### src/hdl/s2l_pkg.sv
// ----------------------------------------------------------------------------
// s2l_pkg
// types, constants and tables shared by the sRGB to CIELAB pipeline
// ----------------------------------------------------------------------------
`default_nettype none

package s2l_pkg;

   localparam int LANES      = 3;
   localparam int CBRT_BITS  = 31;

   localparam int LIN_STAGES   = 1;
   localparam int ROW_STAGES   = 2;
   localparam int DIV_STAGES   = 3;
   localparam int CBRT_STAGES  = 2 * CBRT_BITS;
   localparam int COMP_STAGES  = CBRT_STAGES + 1;
   localparam int MERGE_STAGES = 2;
   localparam int PIPE_DEPTH   = LIN_STAGES + ROW_STAGES + DIV_STAGES + COMP_STAGES
                                 + MERGE_STAGES;
   localparam int LINPATH_STAGES = 1 + DIV_STAGES + 1;
   localparam int LIN_DELAY      = CBRT_STAGES - LINPATH_STAGES;

   // divide by constant: q = ((n >> shift) * recip) >> 32, then up to 3 corrections
   typedef struct packed {
      logic [4:0]  shift;
      logic [31:0] recip;
      logic [16:0] divisor;
   } div_const_type;

   localparam div_const_type DIV_X = '{shift: 5'd16,
      recip: 32'((64'd1 << 48) / 64'd95047), divisor: 17'd95047};
   localparam div_const_type DIV_Y = '{shift: 5'd13,
      recip: 32'((64'd1 << 45) / 64'd10000), divisor: 17'd10000};
   localparam div_const_type DIV_Z = '{shift: 5'd16,
      recip: 32'((64'd1 << 48) / 64'd108883), divisor: 17'd108883};
   localparam div_const_type DIV_LIN = '{shift: 5'd6,
      recip: 32'((64'd1 << 38) / 64'd1000), divisor: 17'd1000};

   typedef struct packed {
      logic [13:0]   coef_r;
      logic [13:0]   coef_g;
      logic [13:0]   coef_b;
      logic          scale10;
      div_const_type div;
   } row_type;

   typedef row_type row_set_type [LANES];

   localparam row_set_type LANE_ROWS = '{
      '{coef_r: 14'd4124, coef_g: 14'd3576, coef_b: 14'd1805, scale10: 1'b1, div: DIV_X},
      '{coef_r: 14'd2126, coef_g: 14'd7152, coef_b: 14'd722,  scale10: 1'b0, div: DIV_Y},
      '{coef_r: 14'd193,  coef_g: 14'd1192, coef_b: 14'd9505, scale10: 1'b1, div: DIV_Z}
   };

   localparam logic [12:0] COMP_GAIN   = 13'd7787;
   localparam logic [19:0] COMP_SCALE  = 20'd1000000;
   localparam logic [43:0] COMP_KNEE   = 44'(64'd8856 << 30);
   localparam logic [31:0] COMP_OFFSET = 32'((64'd16 << 30) / 64'd116);

   typedef logic [30:0] lin_table_type [256];

   function automatic lin_table_type lin_table_build();
      lin_table_type    tbl;
      longint unsigned  tq;
      longint unsigned  w;
      longint unsigned  y;
      longint unsigned  cand;
      longint unsigned  p;
      longint unsigned  q_one;
      q_one = 64'd1 << 30;
      for (int c = 0; c < 256; c++) begin
         if (c <= 10) begin
            tbl[c] = 31'(((64'(c) << 30) * 64'd10) / 64'd32946);
         end else begin
            tq = ((64'd1000 * 64'(c) + 64'd14025) << 30) / 64'd269025;
            w  = (tq * tq) >> 30;
            y  = 0;
            for (int bit_i = 30; bit_i >= 0; bit_i--) begin
               cand = y | (64'd1 << bit_i);
               if (cand <= q_one) begin
                  p = (cand * cand) >> 30;
                  p = (p * cand) >> 30;
                  p = (p * cand) >> 30;
                  p = (p * cand) >> 30;
                  if (p <= w) begin
                     y = cand;
                  end
               end
            end
            tbl[c] = 31'((w * y) >> 30);
         end
      end
      return tbl;
   endfunction

   localparam lin_table_type LIN_TABLE = lin_table_build();

endpackage

`default_nettype wire

### src/hdl/s2l_merge.sv
// ----------------------------------------------------------------------------
// s2l_merge
// combines the three lanes into L*, a*, b* with rounding and saturation
// ----------------------------------------------------------------------------
`default_nettype none

module s2l_merge (
   input  wire logic        clock,
   input  wire logic        enable,
   input  wire logic [31:0] fx,
   input  wire logic [31:0] fy,
   input  wire logic [31:0] fz,
   output logic [14:0]      lightness,
   output logic [15:0]      green_red_axis,
   output logic [15:0]      blue_yellow_axis
);
   import s2l_pkg::*;

   localparam logic signed [43:0] HALF_Q8 = 44'sd2097152;
   localparam logic signed [43:0] L_BIAS  = 44'sd17179869184;

   logic signed [32:0] dxy;
   logic signed [32:0] dyz;
   logic signed [43:0] lv_ff;
   logic signed [43:0] av_ff;
   logic signed [43:0] bv_ff;
   logic signed [43:0] l_clamp;
   logic signed [43:0] l8;
   logic signed [43:0] a8;
   logic signed [43:0] b8;
   logic [14:0]        l_ff;
   logic [15:0]        a_ff;
   logic [15:0]        b_ff;

   assign dxy = $signed({1'b0, fx}) - $signed({1'b0, fy});
   assign dyz = $signed({1'b0, fy}) - $signed({1'b0, fz});

   assign l_clamp = lv_ff[43] ? '0 : lv_ff;
   assign l8      = (l_clamp + HALF_Q8) >>> 22;
   assign a8      = (av_ff + HALF_Q8) >>> 22;
   assign b8      = (bv_ff + HALF_Q8) >>> 22;

   function automatic logic [15:0] sat16(input logic signed [43:0] v);
      if (v > 44'sd32767) begin
         return 16'h7fff;
      end else if (v < -44'sd32768) begin
         return 16'h8000;
      end
      return v[15:0];
   endfunction

   always_ff @(posedge clock) begin
      if (enable) begin
         lv_ff <= $signed({12'b0, fy}) * 44'sd116 - L_BIAS;
         av_ff <= 44'(dxy) * 44'sd500;
         bv_ff <= 44'(dyz) * 44'sd200;
         l_ff  <= (l8 > 44'sd32767) ? 15'h7fff : l8[14:0];
         a_ff  <= sat16(a8);
         b_ff  <= sat16(b8);
      end
   end

   assign lightness        = l_ff;
   assign green_red_axis   = a_ff;
   assign blue_yellow_axis = b_ff;

endmodule

`default_nettype wire

### config.mk
export PLATFORM = sky130hd
export DESIGN_NAME = s2l_merge
export DESIGN_NICKNAME = d
export VERILOG_FILES = /design/src/hdl/s2l_pkg.sv /design/src/hdl/s2l_merge.sv
export SDC_FILE = /design/constraint.sdc
export NUM_CORES = 1
export LEC_CHECK = 0
export ABC_AREA = 1
export BUFFER_PORTS_ARGS = -buffer_cell sky130_fd_sc_hd__clkbuf_2
export CORE_MARGIN = 8
export CORE_UTILIZATION = 40
export DETAILED_ROUTE_END_ITERATION = 7
export GPL_ROUTABILITY_DRIVEN = 0
export PLACE_DENSITY = 0.65
export REMOVE_ABC_BUFFERS = 1
export SLEW_MARGIN = 5
export SYNTH_ARGS = -nofsm -noshare
export SYNTH_HDL_FRONTEND = slang
export SYNTH_SLANG_ARGS = --single-unit
### constraint.sdc
create_clock -name clock -period 19.9 [get_ports clock]
set_clock_uncertainty 0.2 [all_clocks]
set_input_delay 1.99 -clock clock [delete_from_list [all_inputs] [get_ports clock]]
set_output_delay 1.99 -clock clock [all_outputs]
set_load 0.03 [all_outputs]
==> results of run 1 <==
worst reg2reg max path: stages (launching register included):
cell and delay (ns):
sky130_fd_sc_hd__edfxtp_1 0.50, sky130_fd_sc_hd__nor2_1 0.16, sky130_fd_sc_hd__ha_1 0.21, sky130_fd_sc_hd__nand4_2 0.13, sky130_fd_sc_hd__nor2_1 0.13, sky130_fd_sc_hd__nand2_2 0.10
sky130_fd_sc_hd__nor3_4 0.16, sky130_fd_sc_hd__nand2_2 0.09, sky130_fd_sc_hd__nor2_2 0.12, sky130_fd_sc_hd__nand3_1 0.09, sky130_fd_sc_hd__xor2_1 0.18, sky130_fd_sc_hd__nor2_4 0.35
sky130_fd_sc_hd__nand2_1 0.10
state kept, by name, indices dropped and copies added, names as in the netlist:
register          flops
green_red_axis       16
bv_ff                21
lv_ff                19
av_ff                22
blue_yellow_axis     16
lightness            15
layout make-up:
cell class              instances  area [um^2]  area share, %
multi-input cells            2407        17300           67.7
flip-flops and latches        109         3270           12.8
inverters                     794         2980           11.7
well taps                     773          967           3.79
repair buffers                147          746           2.92
clock buffers                   9          225          0.882
clock inverters                 6         60.1          0.235
diodes                          1         2.50        0.00980
kinds of logic (layout without fill, tap and decap cells):
logic type | count (synthesis) | count (layout)
buffers and inverters | 802 | 956
other | 0 | 1
xor gates and xnor gates | 138 | 138
AOI/OAI and AO/OA | 378 | 378
and+or+nand+nor | 1356 | 1356
adders and majority gates | 535 | 535
DFF | 109 | 109
stage by stage:
step	hold WS [ns]	cells
after floorplan	0.409	3310
final	0.469	4246
after CTS	0.477	4245
after detailed placement	0.461	4230
after global routing	0.523	4245
after global placement	0.448	4230
layer usage:
layer / up-vias / share of wire, % / GRT usage [%]
met2: 657 / 40 / 26.7
li1: 10700 / - / -
met3: 49 / 7.4 / 2.92
met4: 2 / 1.4 / 3.42
met5: - / 0.021 / 0
met1: 9558 / 51 / 27.8
placed cells by master, fill, tap and decap left out, drive strengths merged, types with 26 or more instances in the layout:
| cell | count |
|---|---|
| nand4 | 38 |
| nand2 | 818 |
| clkbuf | 152 |
| fa | 204 |
| inv | 796 |
| o21ai | 95 |
| nor3 | 56 |
| ha | 331 |
| a21oi | 178 |
| xor2 | 93 |
| xnor2 | 45 |
| o21bai | 27 |
| nor2 | 268 |
| a31oi | 26 |
| edfxtp | 109 |
| nand3 | 146 |
| a21o | 26 |
worst max-delay path by stage:
stage,start,endpoint,slack (ns),cells past startpoint
after floorplan,fx[0],av_ff[41],12.20,27
after global placement,fy[10],av_ff[40],11.27,31
after detailed placement,fy[10],av_ff[40],11.15,28
after CTS,fy[10],av_ff[40],11.56,28
after global routing,fy[10],av_ff[40],11.02,28
final,fy[10],av_ff[40],11.45,28
cell usage after synthesis (all sizes together) (45+ instances only):
library cell,n,share of area (%)
fa,204,17
nor3,56,1.4
xnor2,45,1.7
a21oi,178,3.8
ha,331,18
xor2,93,3.5
o21ai,95,2.0
edfxtp,109,14
inv,794,13
nor2,268,4.4
nand2,818,13
nand3,146,3.2
==> out/summary.md, run 1 <==
The number of standard-cell rows in the floorplan is 89, and the number of I/O pins is 145. The synthesized design contains 109 register bits. Final non-filler cell area: 25500 um^2. The cell area reported after detailed placement is 25300 um^2, and the quantity of gates resized following cts is 0. The placed wire-length estimate was 55800 um.

Slack of the worst reg-to-reg path: 17.11 ns. For the via count of the first global-routing pass, the log shows 19500. After global routing the overflow that remains totals 0. The tools report the endpoint of the lowest-slack register-to-register path as lightness[3].

The die is 259 um wide. The count of final setup violators was 0; the time the worst path needs with I/O delays and setup was 8.45 ns. The post-synthesis share of cell area spent on xor and xnor gates is 5.19%.

For this run, asynchronously set or reset flops after synthesis account for 0%. The largest family of logic cells by synthesized area was adder cells. In this run the cell area of the synthesized design comes to 23600 um^2. For this configuration, the core starts out at a cell density of 40.2%.

Headroom to the max-slew limit came out at 34.2%. Fill cells in the final layout number 6126. The wire length reported by the detailed router is 62100 um. The worst register-to-register path begins at lv_ff[42]. In this design, the stage delay of the slowest critical-path cell is 0.55 ns.

In this run, synthesis inferred 109 flip-flops with an integrated enable. STA classifies the critical path endpoint as a register. In the final layout, the share of cells above drive strength 1 is 6.11%. The worst hold path begins at bv_ff[42]. The number of clock sinks came out at 109. Along the worst path, the maximum fanout reaches 6. The clock root buffer master was sky130_fd_sc_hd__clkbuf_16.

In this run the worst hold path is classified as reg -> reg. The number of hold buffers added after CTS was 0. No sink is reached through more buffers than the 2 on the longest clock path. The tools report the pin count of the biggest net entering global routing as 57.

The number of nets in the final layout was 4101. Across all layers, the routed design uses 21000 vias. For hold timing, the worst endpoint is blue_yellow_axis[15]. Of the post-synthesis cell area, the part taken by muxes is 0%. Post-CTS timing repair inserted 0 buffers for setup.

The worst setup path is of the in -> reg kind. The number of distinct standard cells referenced by the synthesized netlist is 50. After detailed routing, the number of remaining DRC violations is 0.

From bottom edge to top edge, the die measures 259 um. The number of antenna violations at the first check in global routing came out at 3. From synthesis to final layout, the design area changed by 8.23%. For the worst setup path, the data arrival time is 8.37 ns.

The final setup slack of the worst path is 11.45 ns, and the instance count of the mapped netlist is 3318. After detailed routing, the average wire length per cell comes to 14.6 um. The number of warnings printed during yosys synthesis was 0; the via count normalized by instance count was 4.94. The total global routing track utilization came out at 18.2%. Of the total synthesized cell area, the portion taken by full adders, half adders and majority gates is 34.9%. The maximum level of the CTS H-tree was 3. The mean post-synth cell area was 7.11 um^2; the count of pins over their slew limit was 0. Summing the areas of all compound-gate instances in the mapped netlist gives 9.05% of the synthesized area.

The clock latency at the later pin of the worst-skew pair is 0.36 ns, and the sequential-to-total area share from yosys stat is 13.9%. Setup repair after global routing left no endpoint under its margin. For the total iterations of the first detailed-routing run, the log shows 6. The floorplan step defined a die boundary enclosing 67000 um^2.

The kind of cell adding the most delay to the critical path was adder cells. The number of clock buffers added by TritonCTS is 9. Summing the areas of all and, or, nand and nor instances in the mapped netlist gives 24.2% of the synthesized area.

Together, buffers and inverters on the worst path number 5. Counting cells, the worst reg-to-reg path comes to 12. The first global-routing pass estimated 100000 um of wire. Dividing the final minimum period by the clock period gives 42.5%. The critical path's slowest cell is sky130_fd_sc_hd__xor2_1. In this run the tool buffered the top-level ports with 144 buffer cells.

The flow ran to the end, and the final reports show no timing, DRC or antenna violations. The clock-pin slew on the worst setup and hold paths works out to 0.07 ns. TritonCTS built the clock tree. Slew at the pin closest to its max-slew limit: 0.980 ns. The hold violation count in the final report came out at 0. By instance count, the cell type seen most on the critical path is sky130_fd_sc_hd__nand2_1.

The tool flagged a number of max-cap violations equal to 0. The count of nets left with antenna violations after detail routing was 0. The logs give 0 ns for the setup TNS after final layout and 43.5% for the utilization after layout. For this run, the leading register cell type out of synthesis is sky130_fd_sc_hd__edfxtp_1.

For the number of violations reported at the end of detailed-routing iteration 0, the log shows 1722. Derived from the worst setup path, the maximum achievable clock frequency is 0.118 GHz. Data on the critical path is required at its endpoint by 19.82 ns. The cell depth of the worst min-delay path works out to 1.

The tools report the startpoint kind of the worst setup timing path as an input pin. The core box area was 58700 um^2. The tools report the worst slack at placement as 11.15 ns.
Power of run 1 is not shown: default switching activity piles up to over one toggle a cycle in this logic, so the estimate is an artifact.
==> run 2, diff against run 1 <==
PLACE_DENSITY = 0.68   (was 0.65)
clock period = 7.5 ns   (was 19.9 ns; I/O delays follow)
==> out/summary.md, run 2 (synthesis results as in run 1) <==
The flow ran to the end, and the final reports show no timing, DRC or antenna violations. The worst setup path is launched from an input pin. After detailed routing, the number of remaining DRC violations is 0. The pin count of the biggest net entering global routing came out at 73.

The overall overflow remaining after global route is 0, and the slew at the pin closest to its max-slew limit is 0.964 ns. The hold violation count in the final report came out at 0. The tools report the setup TNS after final layout as 0 ns. The register with the most flip-flops in the final layout is av_ff. The vertical die dimension is 259 um.

The worst pin sits at a relative slew slack of 35.3%. The count of input and output buffers is 144. Leaving out fill and tap cells, the most frequent cell in the layout is sky130_fd_sc_hd__nand2_1.

The via count of the first global-routing pass is 19800, and the number of antenna violations at the first check in global routing is 3. In this run the number of H-tree levels came out at 3. Clock root buffer master: sky130_fd_sc_hd__clkbuf_16. The total CTS buffers came out at 9. The cell that appears most often on the critical path is sky130_fd_sc_hd__nand2_1. The finished cells cover 25700 um^2.

The first routing iteration left 1579 violations. The first global-routing pass estimated 102000 um of wire. For the worst setup path, the data arrival time is 6.81 ns. The core region is 58700 um^2. The tools report the number of buffers inserted to repair setup after CTS as 0. The tools report the via count of the routed design as 21100.

In this run the worst path has a maximum fanout of 5. From synthesis to final layout, the design area changed by 9.08%. The largest registers in the layout are av_ff (22), bv_ff (21), lv_ff (19). The type of element capturing the critical path was a register. The tools report the count of pins over their slew limit as 0. Category of the critical setup timing path: in -> reg.

In this design, the stage delay of the slowest critical-path cell is 0.58 ns. The number of I/O pins came out at 145. In this run, post-CTS hold repair placed 0 buffers. The multi-input combinational cells in the finished layout cover a total of 17300 um^2. After detailed routing, the average wire length per cell comes to 14.7 um.

The longest clock path from root to sink contains 2 buffers. In this run the cell area measured after placement is 25400 um^2. The tools report the die footprint as 67000 um^2.

The buffer and inverter count on the worst path is 7. Clock-pin slew was measured on the worst setup and hold paths at 0.08 ns. For the worst-skew pair, the clock arrives at the later sink with an insertion delay of 0.36 ns.

The worst hold path belongs to the class reg -> reg. After layout, the worst path uses 92.0% of the clock period. The fraction of layout instances using a drive strength above 1 was 6.65%. Kind of cell adding the most delay to the critical path: adder cells. The number of clock sinks was 109.

Setup repair after global routing left no endpoint under its margin. Derived from the worst setup path, the maximum achievable clock frequency is 0.145 GHz. Among all stages on the critical path, the largest delay is contributed by sky130_fd_sc_hd__fa_1. For the number of standard-cell rows in the floorplan, the log shows 89.

The tool flagged a number of max-cap violations equal to 0. The tools report the total iterations of the first detailed-routing run as 6. The wire length reported by the detailed router is 62800 um. Global routing consumed, over all layers together, 18.4% of the routing resources.

In the layout the commonest cells are sky130_fd_sc_hd__nand2_1, sky130_fd_sc_hd__inv_1, sky130_fd_sc_hd__ha_1. The quantity of gates resized following cts is 0. TritonCTS built the clock tree. After detailed routing, the number of vias per cell comes to 4.95. For the worst setup path, the data required time is 7.41 ns. Measured along the x axis, the die boundary spans 259 um. The tools report the placed wire-length estimate as 56300 um.

The net count of the finished layout is 4119. The filler cell count came out at 5985. Once detail routing completed, the nets flagged for antenna violations numbered 0. For this configuration, the core starts out at a cell density of 40.2%.

The number of flip-flops in the largest register came out at 22. Setup violations remaining at the end of the flow were counted as 0. The sequential cells in the finished layout cover a total of 3270 um^2.

The time the worst path needs with I/O delays and setup came out at 6.90 ns.
[run 2: cell count changes in the layout (fill, tap and decap cells not counted)]
| cell | previous run | this run |
|---|---|---|
| sky130_fd_sc_hd__clkinv_4 | 1 | 0 |
| sky130_fd_sc_hd__clkinvlp_4 | 2 | 0 |
| sky130_fd_sc_hd__xor2_1 | 91 | 90 |
| sky130_fd_sc_hd__clkinv_2 | 0 | 1 |
| sky130_fd_sc_hd__buf_4 | 4 | 22 |
| sky130_fd_sc_hd__bufinv_16 | 0 | 2 |
| sky130_fd_sc_hd__clkinv_8 | 1 | 2 |
| sky130_fd_sc_hd__xor2_2 | 2 | 3 |
[run 2: area by class of cell]
type	instances	area share (%)
inverters	794	11.6
repair buffers	165	3.42
well taps	773	3.76
diodes	1	0.00972
flip-flops and latches	109	12.7
multi-input cells	2407	67.2
clock inverters	7	0.457
clock buffers	9	0.875
[run 2: stage by stage]
step / instances / hold slack [ns] / util (%) / setup slack, ns
6_report: 4265 / 0.466 / 43.9 / 0.601
4_1_cts: 4264 / 0.477 / 43.8 / 0.612
5_1_grt: 4264 / 0.522 / 43.9 / 0.0201
2_1_floorplan: 3310 / 0.409 / - / 1.04
3_5_place_dp: 4248 / 0.457 / 43.3 / 0.233
3_3_place_gp: 4248 / 0.447 / 43.3 / 0.350
[run 2: worst reg2reg max path: stages, from the launching register on]
cell and delay [ns]:
sky130_fd_sc_hd__edfxtp_1 0.51, sky130_fd_sc_hd__nor2_1 0.15, sky130_fd_sc_hd__ha_1 0.20, sky130_fd_sc_hd__nand4_2 0.13, sky130_fd_sc_hd__nor2_1 0.13, sky130_fd_sc_hd__nand2_2 0.10, sky130_fd_sc_hd__nor3_4 0.17, sky130_fd_sc_hd__nand2_2 0.09
sky130_fd_sc_hd__nor2_2 0.12, sky130_fd_sc_hd__nand3_1 0.10, sky130_fd_sc_hd__xor2_1 0.17, sky130_fd_sc_hd__nor2_4 0.36, sky130_fd_sc_hd__nand2_1 0.11
[run 2: worst paths after layout]
check	start	to	slack (ns)	cells after the start
max	fy[12]	av_ff[40]	0.60	30
min	bv_ff[42]	blue_yellow_axis[15]	0.47	1
max reg2reg	lv_ff[42]	lightness[0]	4.67	12
min reg2reg	bv_ff[42]	blue_yellow_axis[15]	0.47	1
[run 2: layer usage]
metal	up-vias	track usage, %	share of wire, %
met5	-	0	0.040
met2	658	27.4	41
li1	10700	-	-
met3	58	3.39	7.7
met1	9658	27.5	50
met4	4	3.84	1.7
Power of run 2 is left out for the same reason.
